===== config.mk =====
export PLATFORM = sky130hd
export DESIGN_NAME = utf8_display_width_counter_top_flat
export DESIGN_NICKNAME = d
export VERILOG_FILES = /design/src/rtl/core/u8dw_pkg.sv /design/src/rtl/core/u8dw_req_if.sv /design/src/rtl/core/u8dw_rsp_if.sv /design/src/rtl/core/u8dw_front.sv /design/src/rtl/core/u8dw_queue.sv /design/src/rtl/core/u8dw_back.sv /design/src/rtl/core/utf8_display_width_counter_top.sv /design/src/flat_wrapper.sv
export SDC_FILE = /design/constraint.sdc
export NUM_CORES = 1
export LEC_CHECK = 0
export ABC_AREA = 1
export BUFFER_PORTS_ARGS = -buffer_cell sky130_fd_sc_hd__buf_2
export CORE_MARGIN = 2
export CORE_UTILIZATION = 30
export CTS_BUF_LIST = sky130_fd_sc_hd__clkbuf_8
export DETAILED_ROUTE_END_ITERATION = 6
export HOLD_SLACK_MARGIN = 0.05
export PLACE_DENSITY_LB_ADDON = 0.2
export REMOVE_ABC_BUFFERS = 1
export SYNTH_ARGS = -nofsm -noshare
export SYNTH_HDL_FRONTEND = slang
export SYNTH_HIERARCHICAL = 1
export SYNTH_SLANG_ARGS = --single-unit

===== constraint.sdc =====
create_clock -name clock -period 5.15 [get_ports clock]
set_input_delay 1.03 -clock clock [delete_from_list [all_inputs] [get_ports clock]]
set_output_delay 1.03 -clock clock [all_outputs]
set_load 0.01 [all_outputs]

===== src/rtl/core/u8dw_pkg.sv =====
// Package for the UTF-8 display width counter: constants, types and the width table.
`default_nettype none
package u8dw_pkg;

   localparam int SUM_BITS       = 16;
   localparam int EXT_BITS       = (SUM_BITS > 16) ? SUM_BITS : 16;
   localparam int QUEUE_DEPTH    = 4;
   localparam int QUEUE_PTR_BITS = $clog2(QUEUE_DEPTH);
   localparam int ZERO_COUNT     = 139;
   localparam int WIDE_COUNT     = 14;

   localparam logic [20:0] REPLACEMENT_CP = 21'h00FFFD;
   localparam logic [20:0] SURR_LO        = 21'h00D800;
   localparam logic [20:0] SURR_HI        = 21'h00DFFF;
   localparam logic [20:0] MIN_TWO        = 21'h000080;
   localparam logic [20:0] MIN_THREE      = 21'h000800;
   localparam logic [20:0] MIN_FOUR       = 21'h010000;
   localparam logic [20:0] CTRL_END       = 21'h000020;
   localparam logic [20:0] DEL_CP         = 21'h00007F;

   typedef struct packed {
      logic [20:0] lo;
      logic [20:0] hi;
   } range_type;

   // one decoded code point on its way to the width stage
   typedef struct packed {
      logic [20:0] code_point;
      logic        was_replaced;
      logic        string_done;
      logic        run_end;
   } event_type;

   // all events caused by one byte
   typedef struct packed {
      logic      two;
      event_type ev1;
      event_type ev0;
   } group_type;

   localparam range_type ZERO_RANGES [ZERO_COUNT] = '{
      '{21'h0300,21'h036F},'{21'h0483,21'h0489},'{21'h0591,21'h05C7},'{21'h0610,21'h065F},
      '{21'h0670,21'h0670},'{21'h06D6,21'h06ED},'{21'h0711,21'h0711},'{21'h0730,21'h074A},
      '{21'h07A6,21'h07B0},'{21'h07EB,21'h07F3},'{21'h0816,21'h082D},'{21'h0859,21'h085B},
      '{21'h08D4,21'h0903},'{21'h093A,21'h093C},'{21'h093E,21'h094F},'{21'h0951,21'h0957},
      '{21'h0962,21'h0963},'{21'h0981,21'h0983},'{21'h09BC,21'h09BC},'{21'h09BE,21'h09CD},
      '{21'h09D7,21'h09D7},'{21'h09E2,21'h09E3},'{21'h0A01,21'h0A03},'{21'h0A3C,21'h0A3C},
      '{21'h0A3E,21'h0A4D},'{21'h0A51,21'h0A51},'{21'h0A70,21'h0A71},'{21'h0A75,21'h0A75},
      '{21'h0A81,21'h0A83},'{21'h0ABC,21'h0ACD},'{21'h0AE2,21'h0AE3},'{21'h0B01,21'h0B03},
      '{21'h0B3C,21'h0B3C},'{21'h0B3E,21'h0B4D},'{21'h0B56,21'h0B57},'{21'h0B62,21'h0B63},
      '{21'h0B82,21'h0B82},'{21'h0BBE,21'h0BCD},'{21'h0BD7,21'h0BD7},'{21'h0C00,21'h0C03},
      '{21'h0C3E,21'h0C4D},'{21'h0C55,21'h0C56},'{21'h0C62,21'h0C63},'{21'h0C81,21'h0C83},
      '{21'h0CBC,21'h0CCD},'{21'h0CD5,21'h0CD6},'{21'h0CE2,21'h0CE3},'{21'h0D01,21'h0D03},
      '{21'h0D3E,21'h0D4D},'{21'h0D57,21'h0D57},'{21'h0D62,21'h0D63},'{21'h0D82,21'h0D83},
      '{21'h0DCA,21'h0DDF},'{21'h0DF2,21'h0DF3},'{21'h0E31,21'h0E3A},'{21'h0E47,21'h0E4E},
      '{21'h0EB1,21'h0EB9},'{21'h0EBB,21'h0EBC},'{21'h0EC8,21'h0ECD},'{21'h0F18,21'h0F19},
      '{21'h0F35,21'h0F35},'{21'h0F37,21'h0F37},'{21'h0F39,21'h0F39},'{21'h0F3E,21'h0F3F},
      '{21'h0F71,21'h0F84},'{21'h0F86,21'h0F87},'{21'h0F8D,21'h0FBC},'{21'h0FC6,21'h0FC6},
      '{21'h102B,21'h103E},'{21'h1056,21'h1064},'{21'h1067,21'h106D},'{21'h1071,21'h1074},
      '{21'h1082,21'h108D},'{21'h108F,21'h108F},'{21'h109A,21'h109D},'{21'h135D,21'h135F},
      '{21'h1712,21'h1714},'{21'h1732,21'h1734},'{21'h1752,21'h1753},'{21'h1772,21'h1773},
      '{21'h17B4,21'h17D3},'{21'h17DD,21'h17DD},'{21'h180B,21'h180D},'{21'h1885,21'h1886},
      '{21'h18A9,21'h18A9},'{21'h1920,21'h193B},'{21'h1A17,21'h1A1B},'{21'h1A55,21'h1A7C},
      '{21'h1A7F,21'h1A7F},'{21'h1AB0,21'h1ABE},'{21'h1B00,21'h1B04},'{21'h1B34,21'h1B44},
      '{21'h1B6B,21'h1B73},'{21'h1B80,21'h1B82},'{21'h1BA1,21'h1BAD},'{21'h1BE6,21'h1BF3},
      '{21'h1C24,21'h1C37},'{21'h1CD0,21'h1CE8},'{21'h1CED,21'h1CED},'{21'h1CF2,21'h1CF9},
      '{21'h1DC0,21'h1DFF},'{21'h200B,21'h200F},'{21'h2028,21'h202E},'{21'h2060,21'h206F},
      '{21'h20D0,21'h20F0},'{21'h2CEF,21'h2CF1},'{21'h2D7F,21'h2D7F},'{21'h2DE0,21'h2DFF},
      '{21'hA66F,21'hA672},'{21'hA674,21'hA67D},'{21'hA69E,21'hA69F},'{21'hA6F0,21'hA6F1},
      '{21'hA802,21'hA802},'{21'hA806,21'hA806},'{21'hA80B,21'hA80B},'{21'hA823,21'hA827},
      '{21'hA880,21'hA881},'{21'hA8B4,21'hA8C5},'{21'hA8E0,21'hA8F1},'{21'hA926,21'hA92D},
      '{21'hA947,21'hA953},'{21'hA980,21'hA983},'{21'hA9B3,21'hA9C0},'{21'hA9E5,21'hA9E5},
      '{21'hAA29,21'hAA36},'{21'hAA43,21'hAA43},'{21'hAA4C,21'hAA4D},'{21'hAA7B,21'hAA7D},
      '{21'hAAB0,21'hAAB0},'{21'hAAB2,21'hAAB4},'{21'hAAB7,21'hAAB8},'{21'hAABE,21'hAABF},
      '{21'hAAC1,21'hAAC1},'{21'hAAEB,21'hAAEF},'{21'hAAF5,21'hAAF6},'{21'hABE3,21'hABED},
      '{21'hFE00,21'hFE0F},'{21'hFE20,21'hFE2F},'{21'hFEFF,21'hFEFF}
   };

   localparam range_type WIDE_RANGES [WIDE_COUNT] = '{
      '{21'h01100,21'h0115F},'{21'h02329,21'h0232A},'{21'h02E80,21'h0A4CF},
      '{21'h0A960,21'h0A97C},'{21'h0AC00,21'h0D7A3},'{21'h0F900,21'h0FAFF},
      '{21'h0FE10,21'h0FE19},'{21'h0FE30,21'h0FE6F},'{21'h0FF01,21'h0FF60},
      '{21'h0FFE0,21'h0FFE6},'{21'h1F300,21'h1F64F},'{21'h1F900,21'h1F9FF},
      '{21'h20000,21'h2FFFD},'{21'h30000,21'h3FFFD}
   };

   // terminal columns of a code point; the range compares run in parallel
   function automatic logic [1:0] glyph_width(input logic [20:0] cp);
      logic zero_hit;
      logic wide_hit;
      logic [1:0] w;
      zero_hit = 1'b0;
      wide_hit = 1'b0;
      for (int i = 0; i < ZERO_COUNT; i++) begin
         if (cp >= ZERO_RANGES[i].lo && cp <= ZERO_RANGES[i].hi) zero_hit = 1'b1;
      end
      for (int i = 0; i < WIDE_COUNT; i++) begin
         if (cp >= WIDE_RANGES[i].lo && cp <= WIDE_RANGES[i].hi) wide_hit = 1'b1;
      end
      if (cp < CTRL_END)      w = 2'd0;
      else if (cp < DEL_CP)   w = 2'd1;
      else if (zero_hit)      w = 2'd0;
      else if (wide_hit)      w = 2'd2;
      else                    w = 2'd1;
      return w;
   endfunction

endpackage
`default_nettype wire


===== src/rtl/core/u8dw_req_if.sv =====
// Byte input channel: valid/ready handshake carrying one string byte.
`default_nettype none
interface u8dw_req_if;
   logic       valid;
   logic       ready;
   logic [7:0] data_byte;
   logic       end_of_string;

   modport source (output valid, output data_byte, output end_of_string, input ready);
   modport sink   (input valid, input data_byte, input end_of_string, output ready);
endinterface
`default_nettype wire


===== src/rtl/core/u8dw_rsp_if.sv =====
// Result channel: valid/ready handshake carrying one decoded code point.
`default_nettype none
interface u8dw_rsp_if;
   logic        valid;
   logic        ready;
   logic [20:0] code_point;
   logic [1:0]  glyph_width;
   logic [15:0] running_width;
   logic        was_replaced;
   logic        string_done;
   logic        run_end;

   modport source (output valid, output code_point, output glyph_width,
                   output running_width, output was_replaced, output string_done,
                   output run_end, input ready);
   modport sink   (input valid, input code_point, input glyph_width,
                   input running_width, input was_replaced, input string_done,
                   input run_end, output ready);
endinterface
`default_nettype wire


===== src/rtl/core/u8dw_front.sv =====
// Front end: UTF-8 sequence decoder, turns each byte into zero, one or two events.
`default_nettype none
module u8dw_front (
   input  wire logic                 clock,
   input  wire logic                 reset,
   input  wire logic                 accept,
   input  wire logic [7:0]           data_byte,
   input  wire logic                 end_of_string,
   output u8dw_pkg::group_type       group,
   output logic                      push
);

   logic [1:0]  seq_len_ff, seq_len_in;
   logic [1:0]  remain_ff, remain_in;
   logic [20:0] partial_ff, partial_in;

   u8dw_pkg::event_type ev0, ev1;
   logic [1:0]  n;
   logic        consumed;
   logic [20:0] built;
   logic        bad;

   always_comb begin
      ev0        = '0;
      ev1        = '0;
      n          = 2'd0;
      consumed   = 1'b0;
      seq_len_in = seq_len_ff;
      remain_in  = remain_ff;
      partial_in = partial_ff;
      built      = {partial_ff[14:0], data_byte[5:0]};
      bad        = 1'b0;

      if (remain_ff != 2'd0) begin
         if (data_byte[7:6] == 2'b10) begin
            consumed   = 1'b1;
            partial_in = built;
            remain_in  = remain_ff - 2'd1;
            if (remain_ff == 2'd1) begin
               bad = (seq_len_ff == 2'd1 && built < u8dw_pkg::MIN_TWO)
                  || (seq_len_ff == 2'd2 && built < u8dw_pkg::MIN_THREE)
                  || (seq_len_ff == 2'd3 && built < u8dw_pkg::MIN_FOUR)
                  || (built >= u8dw_pkg::SURR_LO && built <= u8dw_pkg::SURR_HI);
               ev0.code_point   = bad ? u8dw_pkg::REPLACEMENT_CP : built;
               ev0.was_replaced = bad;
               n          = 2'd1;
               seq_len_in = 2'd0;
               partial_in = '0;
            end
         end else begin
            // broken sequence: replace it, then retry this byte as a lead
            ev0.code_point   = u8dw_pkg::REPLACEMENT_CP;
            ev0.was_replaced = 1'b1;
            n          = 2'd1;
            seq_len_in = 2'd0;
            remain_in  = 2'd0;
            partial_in = '0;
         end
      end

      if (!consumed) begin
         if (data_byte[7] == 1'b0) begin
            if (n == 2'd0) ev0.code_point = {13'd0, data_byte};
            else           ev1.code_point = {13'd0, data_byte};
            n = n + 2'd1;
         end else if (data_byte[7:5] == 3'b110) begin
            seq_len_in = 2'd1; remain_in = 2'd1; partial_in = {16'd0, data_byte[4:0]};
         end else if (data_byte[7:4] == 4'b1110) begin
            seq_len_in = 2'd2; remain_in = 2'd2; partial_in = {17'd0, data_byte[3:0]};
         end else if (data_byte[7:3] == 5'b11110) begin
            seq_len_in = 2'd3; remain_in = 2'd3; partial_in = {18'd0, data_byte[2:0]};
         end else begin
            if (n == 2'd0) begin
               ev0.code_point = u8dw_pkg::REPLACEMENT_CP; ev0.was_replaced = 1'b1;
            end else begin
               ev1.code_point = u8dw_pkg::REPLACEMENT_CP; ev1.was_replaced = 1'b1;
            end
            n = n + 2'd1;
         end
      end

      // string ends inside a sequence: one more replacement closes it
      if (end_of_string && remain_in != 2'd0) begin
         if (n == 2'd0) begin
            ev0.code_point = u8dw_pkg::REPLACEMENT_CP; ev0.was_replaced = 1'b1;
         end else begin
            ev1.code_point = u8dw_pkg::REPLACEMENT_CP; ev1.was_replaced = 1'b1;
         end
         n = n + 2'd1;
      end

      if (n == 2'd2) begin
         ev1.run_end     = 1'b1;
         ev1.string_done = end_of_string;
      end else begin
         ev0.run_end     = 1'b1;
         ev0.string_done = end_of_string;
      end

      if (end_of_string) begin
         seq_len_in = 2'd0;
         remain_in  = 2'd0;
         partial_in = '0;
      end
   end

   assign group.ev0 = ev0;
   assign group.ev1 = ev1;
   assign group.two = (n == 2'd2);
   assign push      = accept && (n != 2'd0);

   always_ff @(posedge clock) begin
      if (reset) begin
         seq_len_ff <= '0;
         remain_ff  <= '0;
         partial_ff <= '0;
      end else if (accept) begin
         seq_len_ff <= seq_len_in;
         remain_ff  <= remain_in;
         partial_ff <= partial_in;
      end
   end

endmodule
`default_nettype wire


===== src/rtl/core/u8dw_queue.sv =====
// Short FIFO of event groups between the decoder and the width stage.
`default_nettype none
module u8dw_queue (
   input  wire logic                 clock,
   input  wire logic                 reset,
   input  wire logic                 push,
   input  wire u8dw_pkg::group_type  push_group,
   input  wire logic                 pop,
   output u8dw_pkg::group_type       head,
   output logic                      not_empty,
   output logic                      not_full
);

   u8dw_pkg::group_type slot_ff [u8dw_pkg::QUEUE_DEPTH];
   logic [u8dw_pkg::QUEUE_PTR_BITS-1:0] wr_ptr_ff, rd_ptr_ff;
   logic [u8dw_pkg::QUEUE_PTR_BITS:0]   count_ff;

   assign not_empty = (count_ff != '0);
   assign not_full  = (count_ff != (u8dw_pkg::QUEUE_PTR_BITS+1)'(u8dw_pkg::QUEUE_DEPTH));
   assign head      = slot_ff[rd_ptr_ff];

   always_ff @(posedge clock) begin
      if (push) slot_ff[wr_ptr_ff] <= push_group;
   end

   always_ff @(posedge clock) begin
      if (reset) begin
         wr_ptr_ff <= '0;
         rd_ptr_ff <= '0;
         count_ff  <= '0;
      end else begin
         if (push) wr_ptr_ff <= wr_ptr_ff + 1'b1;
         if (pop)  rd_ptr_ff <= rd_ptr_ff + 1'b1;
         case ({push, pop})
            2'b10:   count_ff <= count_ff + 1'b1;
            2'b01:   count_ff <= count_ff - 1'b1;
            default: count_ff <= count_ff;
         endcase
      end
   end

endmodule
`default_nettype wire


===== src/rtl/core/u8dw_back.sv =====
// Back end: width lookup, saturating running sum and the result output register.
`default_nettype none
module u8dw_back (
   input  wire logic                 clock,
   input  wire logic                 reset,
   input  wire u8dw_pkg::group_type  head,
   input  wire logic                 not_empty,
   output logic                      pop,
   u8dw_rsp_if.source                rsp_if
);

   logic                              sel_ff;
   logic [u8dw_pkg::SUM_BITS-1:0]     total_ff;
   logic                              valid_ff;
   u8dw_pkg::event_type               out_ev_ff;
   logic [1:0]                        width_ff;
   logic [15:0]                       running_ff;

   u8dw_pkg::event_type               cur;
   logic                              load;
   logic [1:0]                        w;
   logic [u8dw_pkg::SUM_BITS:0]       sum_wide;
   logic [u8dw_pkg::SUM_BITS-1:0]     sum_sat;
   logic [u8dw_pkg::EXT_BITS-1:0]     sum_ext;

   assign cur      = sel_ff ? head.ev1 : head.ev0;
   assign load     = not_empty && (!valid_ff || rsp_if.ready);
   assign pop      = load && (sel_ff || !head.two);
   assign w        = u8dw_pkg::glyph_width(cur.code_point);
   assign sum_wide = {1'b0, total_ff} + (u8dw_pkg::SUM_BITS+1)'(w);
   assign sum_sat  = sum_wide[u8dw_pkg::SUM_BITS] ? '1 : sum_wide[u8dw_pkg::SUM_BITS-1:0];
   assign sum_ext  = u8dw_pkg::EXT_BITS'(sum_sat);

   always_ff @(posedge clock) begin
      if (reset) begin
         sel_ff   <= 1'b0;
         total_ff <= '0;
         valid_ff <= 1'b0;
      end else begin
         if (load) begin
            sel_ff   <= !pop;
            total_ff <= cur.string_done ? '0 : sum_sat;
            valid_ff <= 1'b1;
         end else if (rsp_if.ready) begin
            valid_ff <= 1'b0;
         end
      end
   end

   always_ff @(posedge clock) begin
      if (load) begin
         out_ev_ff  <= cur;
         width_ff   <= w;
         running_ff <= sum_ext[15:0];
      end
   end

   assign rsp_if.valid         = valid_ff;
   assign rsp_if.code_point    = out_ev_ff.code_point;
   assign rsp_if.glyph_width   = width_ff;
   assign rsp_if.running_width = running_ff;
   assign rsp_if.was_replaced  = out_ev_ff.was_replaced;
   assign rsp_if.string_done   = out_ev_ff.string_done;
   assign rsp_if.run_end       = out_ev_ff.run_end;

   // the second event of a pair is only ever selected with a pair at the head
   a_sel_pair: assert property (@(posedge clock) disable iff (reset)
      sel_ff |-> (not_empty && head.two)) else $error("second slot selected without pair");

   // sum restarts after the final code point of a string
   a_sum_restart: assert property (@(posedge clock) disable iff (reset)
      (load && cur.string_done) |=> (total_ff == '0)) else $error("sum not cleared");

   // first event of a pair never closes the byte
   a_first_open: assert property (@(posedge clock) disable iff (reset)
      (not_empty && head.two) |-> !head.ev0.run_end) else $error("pair closed early");

   // a finished string is always the end of its byte's run
   a_done_end: assert property (@(posedge clock) disable iff (reset)
      (valid_ff && out_ev_ff.string_done) |-> out_ev_ff.run_end)
      else $error("string_done without run_end");

endmodule
`default_nettype wire


===== src/rtl/core/utf8_display_width_counter_top.sv =====
// Top level of the UTF-8 display width counter.
//
// req_if carries one string byte per word (data_byte, end_of_string); rsp_if
// carries one decoded code point per word with its column width, the running
// width of the string so far and the replaced, done and end-of-run flags.
// A byte gives zero, one or two result words; the byte marked end_of_string
// always gives at least one, the last with string_done set, after which the
// decoder and the width sum restart.
// A byte is taken every cycle while the four-entry group queue has room; it
// is decoded in the cycle it is taken, and its events are registered in a
// queue slot and then in the output register. The output stage gives one
// result word a cycle while the receiver is ready; pairs go out in turn.
// When the receiver stalls, the output register holds its word and the
// queue fills; req_if.ready drops only once the queue is full.
// Reset is synchronous and clears the decoder, the queue and the sum;
// no result is pending afterwards.
`default_nettype none
module utf8_display_width_counter_top (
   input  wire logic   clock,
   input  wire logic   reset,
   u8dw_req_if.sink    req_if,
   u8dw_rsp_if.source  rsp_if
);

   u8dw_pkg::group_type push_group;
   u8dw_pkg::group_type head;
   logic                push;
   logic                pop;
   logic                not_empty;
   logic                not_full;
   logic                accept;

   assign req_if.ready = not_full;
   assign accept       = req_if.valid && not_full;

   u8dw_front u_front (
      .clock         (clock),
      .reset         (reset),
      .accept        (accept),
      .data_byte     (req_if.data_byte),
      .end_of_string (req_if.end_of_string),
      .group         (push_group),
      .push          (push)
   );

   u8dw_queue u_queue (
      .clock      (clock),
      .reset      (reset),
      .push       (push),
      .push_group (push_group),
      .pop        (pop),
      .head       (head),
      .not_empty  (not_empty),
      .not_full   (not_full)
   );

   u8dw_back u_back (
      .clock     (clock),
      .reset     (reset),
      .head      (head),
      .not_empty (not_empty),
      .pop       (pop),
      .rsp_if    (rsp_if)
   );

endmodule
`default_nettype wire

===== src/flat_wrapper.sv =====
// flat-port wrapper written by rule: the top's interface ports become plain ports
module utf8_display_width_counter_top_flat 
  (clock, reset, req_if_valid, req_if_data_byte, req_if_end_of_string, req_if_ready, rsp_if_valid, rsp_if_code_point, rsp_if_glyph_width, rsp_if_running_width, rsp_if_was_replaced, rsp_if_string_done, rsp_if_run_end, rsp_if_ready);
  u8dw_req_if req_if_i ();
  u8dw_rsp_if rsp_if_i ();
  input  wire logic clock;
  input  wire logic reset;
  input wire logic [$bits(req_if_i.valid)-1:0] req_if_valid;
  input wire logic [$bits(req_if_i.data_byte)-1:0] req_if_data_byte;
  input wire logic [$bits(req_if_i.end_of_string)-1:0] req_if_end_of_string;
  output wire logic [$bits(req_if_i.ready)-1:0] req_if_ready;
  output wire logic [$bits(rsp_if_i.valid)-1:0] rsp_if_valid;
  output wire logic [$bits(rsp_if_i.code_point)-1:0] rsp_if_code_point;
  output wire logic [$bits(rsp_if_i.glyph_width)-1:0] rsp_if_glyph_width;
  output wire logic [$bits(rsp_if_i.running_width)-1:0] rsp_if_running_width;
  output wire logic [$bits(rsp_if_i.was_replaced)-1:0] rsp_if_was_replaced;
  output wire logic [$bits(rsp_if_i.string_done)-1:0] rsp_if_string_done;
  output wire logic [$bits(rsp_if_i.run_end)-1:0] rsp_if_run_end;
  input wire logic [$bits(rsp_if_i.ready)-1:0] rsp_if_ready;
  assign req_if_i.valid = req_if_valid;
  assign req_if_i.data_byte = req_if_data_byte;
  assign req_if_i.end_of_string = req_if_end_of_string;
  assign req_if_ready = req_if_i.ready;
  assign rsp_if_valid = rsp_if_i.valid;
  assign rsp_if_code_point = rsp_if_i.code_point;
  assign rsp_if_glyph_width = rsp_if_i.glyph_width;
  assign rsp_if_running_width = rsp_if_i.running_width;
  assign rsp_if_was_replaced = rsp_if_i.was_replaced;
  assign rsp_if_string_done = rsp_if_i.string_done;
  assign rsp_if_run_end = rsp_if_i.run_end;
  assign rsp_if_i.ready = rsp_if_ready;
  utf8_display_width_counter_top u_core (.clock(clock), .reset(reset), .req_if(req_if_i), .rsp_if(rsp_if_i));
endmodule

Word-level counts from Yosys, hierarchy flattened --
Memories as Yosys holds them, arrays and structs flattened. A register that Yosys moved wholly into a read port is not among the register bits. Cells that the tools add are included. W data, S select, Z words.
Operators by class: $add $sub $neg 8, order comparisons 313, equality and inequality tests 12, muxes and demuxes 230, reduce and logical (&&, ||, !) cells 178
Operators by type and width (number):
- $ge A21 B12 Y1 const B | 58
- $le A21 B12 Y1 const B | 58
- $le A21 B16 Y1 const B | 40
- $ge A21 B16 Y1 const B | 39
- $ge A21 B13 Y1 const B | 34
- $le A21 B13 Y1 const B | 34
- $mux W22 | 16
- $mux W21 | 13
- $ge A21 B11 Y1 const B | 9
- $ge A21 B14 Y1 const B | 9
- $le A21 B11 Y1 const B | 9
- $le A21 B14 Y1 const B | 8
- $logic_and A1 B1 Y1 | 162
- $mux W1 | 162
- $mux W2 | 33
- $ge A21 B17 Y1 const B | 2
- $ge A21 B18 Y1 const B | 2
- $le A21 B17 Y1 const B | 2
- $le A21 B18 Y1 const B | 2
- $mux W16 | 2
- $mux W24 | 1
- $ge A21 B10 Y1 const B | 1
- $le A21 B10 Y1 const B | 1
- $lt A21 B12 Y1 const B | 1
- 23 further kinds | 43
Storage, ports and cells: flip-flop bits (word level) 92, memory bits (writable) 196, word-level logic and storage cells 757, memories kept 1
Memories:
- u_core.u_queue.slot_ff | words 4, bits a word 49, read ports 1, clocked after Yosys merged registers in 1, write ports 1, RTL line u8dw_queue.sv:14 | u8dw_pkg::group_type slot_ff [u8dw_pkg::QUEUE_DEPTH];

Depth between registers and ports, before layout --
depth after elaboration 148, depth in mapped cells 40

Cells and area by module --
Netlist, hierarchy kept.
By module, submodules not included:
- u8dw_back | instances 1, cells an instance 2069, area an instance 10478.8 um^2, sequential area each 1621.6 um^2
- u8dw_queue | instances 1, cells an instance 532, area an instance 7703.6 um^2, sequential area each 6065.8 um^2
- u8dw_front | instances 1, cells an instance 324, area an instance 1968.1 um^2, sequential area each 380.4 um^2
- utf8_display_width_counter_top | instances 1, cells an instance 2, area an instance 7.5 um^2, sequential area each 0.0 um^2

Least setup slack after synthesis --
No wires, ideal clock.
path kind flip-flop to flip-flop, start register (tool-made name), end register u_core/u_back/total_ff[7] in the netlist's numbering, library setup time 70 ps, arrival time 4714 ps, setup slack 365 ps, cell stages (with the launch flop) 38, path buffers 6, cells stage by stage dfxtp_1 buf_6 inv_6 buf_6 buf_6 nor2_1 o22ai_1 nand2_1 nand2_1 buf_6 nand2_2 nor2_1 buf_2 nand2_1 o21ai_1 nand2_1 nand2_1 nand2_1 [... 2 more ...] nor2_1 nand3_1 nor2_1 nand3_1 nor2_1 ha_1 inv_1 fa_1 nor3_1 nand2_1 nor4_1 nand4_1 nor2_1 inv_1 clkbuf_1 o21ai_0 nand2_1 a21oi_1
RTL lines:
- end signal: assignment | RTL line u8dw_back.sv:42 | total_ff <= cur.string_done ? '0 : sum_sat;
- end: declaration | RTL line u8dw_back.sv:13 | logic [u8dw_pkg::SUM_BITS-1:0] total_ff;

==> impl_metrics.yaml <==
timing:
  finalSetupViolations: 32
  layout_min_cycle_time_ps: 5470
  hold_violations: 0
  max_freq_ghz: 0.183
  slew_violations: 0
  rsz0062_at_grt: "true"
  fin_ws_ps: -317
  worst_slew_pin_slew_ps: 1230
  setup_tns_ps: -7520
  slew_headroom_pct: 17.5
  finalClockSkew_ps: 65.0
  fin_crit_sh_pct: 106
power_and_ir_drop:
  power_density_nw_per_um2: 593
  pwr-share-comb_pct: 71.7
  p_int_mw: 9.07
  p_clk_share_pct: 10.6
  p_leak_nw: 13.0
  swShare_pct: 48.7
  p_total_mw: 17.7
  peakVddDrop_uv: 270
  p_seq_share_pct: 17.7
  p_sw_mw: 8.62
worst_setup_path:
  critPathArrivalTime_ps: 5950
  worst_ep_required_time_ps: 5630
  regToRegSetupSlack_ps: -320
  crit_path_start_kind: "flip-flop"
  crit_type: "reg -> reg"
  crit_end: "u_core/u_back/total_ff[4]"
  cp_max_fo: 12
  reg2regPathDepth: 36
  cp_slowest_cell: "dfxtp_4"
  r2r-end: "u_core/u_back/total_ff[4]"
  critical-path-max-stage-delay_ps: 440
  end_kind: "flip-flop"
floorplan:
  chipHeight_um: 263
  die_w_um: 263
  initial_core_util_pct: 30.2
  core_region_area_sq_um: 66800
  row_count: 95
  dieArea_sq_um: 69300
  io_pins: 57
placed_design:
  dpl.hpwl_um: 86800
  io_buffers: 56
  dp_cells: 4394
  place.gp.congestion: 1.09
drt:
  drt-wirelength-per-cell_um: 24.0
  drtIter0Drc: 2189
  drc: 1
  drtAntennaViolNets: 0
  wirelength_um: 110000
  drt_first_pass_iters: 7
  routed-via-count: 23615
  via_per_inst: 5.17
min_path:
  min_path_type: "reg -> reg"
layout:
  areaGrowthSynthToFinish_pct: 48.1
  drive_gt1_share_pct: 35.3
  nets: 3691
  instances_no_fill: 4568
yosys:
  syn_inst: 2927
  seq_area_frac_synth_pct: 40.0
  syn_avg_cell_area_sq_um: 6.89
  synth_area_sq_um: 20200
  synth-edff-count: 238
  async_flop_share_pct: 0
  synth.ff_latch_count: 284
  ys.flop_type: "edfxtp_1"
  yosysWarnings: 6
  synth_cell_types: 50
clock_tree:
  ctsHoldBuffers: 0
  numClockSinks: 284
  h-tree-depth: 2
  path_clk_slew_ps: 70
  cts_inserted_buffers: 43
  cts_tree: "built"
  clk_path_buf_depth: 3
  cts_root_buffer: "clkbuf_8"
  clk_latency_ps: 620
flow_run:
  drv_cap: 0
global_route:
  overflow: 0
  antenna_found_initial: 1
  track_usage_pct: 30.5
  grt_pass1_wl_um: 154000
  grt_max_degree: 43
  grt_pass1_vias: 22508
run_status:
  status: "finished with violations"
  violations: "design-rule violations, negative setup slack"
[cell type report]
cell class	count	area [sq um]
fillers	6916	37000
multi-input cells	2277	11700
flip-flops and latches	284	8080
repair buffers	807	7160
well taps	873	1090
inverters	252	991
clock buffers	43	592
clock inverters	31	238
diodes	1	2.50
[cells in the final DEF (no fill, tap or decap), drive strengths merged, types with 2 or more instances in the layout]
master and count:
inv 253, edfxtp 238, bufinv 3, nand4 59
o22ai 53, nor4 6, ha 11, fa 2
dfxtp 46, buf 801, o211ai 13, clkinvlp 10
a21oi 84, o21bai 2, conb 5, nand3b 4
nand2 990, clkinv 17, clkbuf 48, o31ai 3
a211oi 4, a31oi 6, or2 2, o21ai 233
nor2 491, nand3 271, nor3 33
[registers in the layout, indices dropped and copies added, names as in the netlist, named ones only]
signal                              flops
u_core/u_back/rsp_if.valid              1
u_core/u_queue/wr_ptr_ff                2
u_core/u_back/rsp_if.string_done        1
u_core/u_back/total_ff                 16
u_core/u_front/remain_ff                2
u_core/u_back/rsp_if.code_point        21
u_core/u_queue/count_ff                 3
u_core/u_front/partial_ff              15
u_core/u_front/seq_len_ff               2
u_core/u_back/rsp_if.run_end            1
u_core/u_back/rsp_if.running_width     16
u_core/u_queue/rd_ptr_ff                2
u_core/u_back/rsp_if.glyph_width        2
u_core/u_back/rsp_if.was_replaced       1
u_core/u_back/sel_ff                    1
u_core/u_queue/slot_ff                196
[critical path: cells and delay by family, from the launching register on]
family,cells,cell delay (ps)
AOI/OAI and AO/OA,4,600
buffers and inverters,11,1340
and+or+nand+nor,19,2450
DFF,1,440
adders and majority gates,2,510
[power by group through the flow]
| stage | clock (mW) | sequential (mW) | combinational (mW) |
|---|---|---|---|
| finish | 1.88 | 3.12 | 12.7 |
| global route | 2.02 | 3.16 | 13.2 |
| CTS | 1.94 | 3.13 | 11.9 |
| detailed placement | 0 | 3.17 | 10.6 |
| global placement | 0 | 3.17 | 10.7 |
| floorplan | 0 | 3.32 | 3.59 |
[per-layer routing]
metal  vias to the layer above  routed length [um]  global-route usage (%)
met4                         0                9080                    20.5
li1                      11162                   -                       -
met5                         -                   0                       0
met2                       990               49600                    49.6
met3                       349                7180                    4.23
met1                     11114               43900                    37.7
[per-stage QoR]
stage,util (%),worst slack (ps),cell area (sq um),hold WS (ps)
2_1_floorplan,-,-2810,19400,412
3_3_place_gp,39.4,-1230,26300,465
3_5_place_dp,39.4,-1250,26300,471
4_1_cts,43.4,-204,29000,487
5_1_grt,44.7,-665,29800,498
6_report,44.7,-317,29900,484
[worst min-delay path by stage]
| stage | depth (start not counted) | slack (ps) | end | startpoint |
|---|---|---|---|---|
| after detailed placement | 2 | 470 | u_core/u_back/total_ff[0] | u_core/u_back/total_ff[0] |
| after global placement | 2 | 460 | u_core/u_back/total_ff[0] | u_core/u_back/total_ff[0] |
| final | 2 | 480 | u_core/u_back/total_ff[9] | u_core/u_back/total_ff[9] |
| after floorplan | 1 | 410 | flip-flop | u_core/u_queue/rd_ptr_ff[1] |
| after CTS | 2 | 490 | u_core/u_front/partial_ff[11] | u_core/u_front/partial_ff[11] |
| after global routing | 2 | 500 | u_core/u_front/partial_ff[11] | u_core/u_front/partial_ff[11] |
[synthesized netlist by cell type, drive strengths merged, types with 33 or more instances]
| cell type | number | area share, % |
|---|---|---|
| nor3 | 33 | 0.87 |
| o21ai | 233 | 5.9 |
| dfxtp | 46 | 4.6 |
| edfxtp | 238 | 35 |
| buf | 97 | 3.4 |
| nand2 | 990 | 20 |
| inv | 251 | 4.7 |
| a21oi | 84 | 2.2 |
| nand4 | 59 | 1.8 |
| nor2 | 490 | 10 |
| o22ai | 53 | 1.6 |
| nand3 | 271 | 6.9 |
[what timing repair did]
action | 4_1_cts | 5_1_grt
setup buffers | 59 | 28
resized for setup | 336 | 149
gates cloned | 6 | 6
endpoints found under the setup margin | 32 | 32
pin swaps | 41 | 34
[logic make-up (layout without fill, tap and decap cells)]
kind of cell	count (synthesis)	count (layout)	synth area share, %
XOR/XNOR	1	1	0.0435
AO/OA/AOI/OAI	402	402	10.9
adder cells (fa/ha/maj)	13	13	0.881
flip-flops	284	284	40.0
buffers and inverters	371	1133	8.58
AND/OR/NAND/NOR	1855	1856	39.6
other	1	6	0.0186
Power figures use the tool's default switching activity.
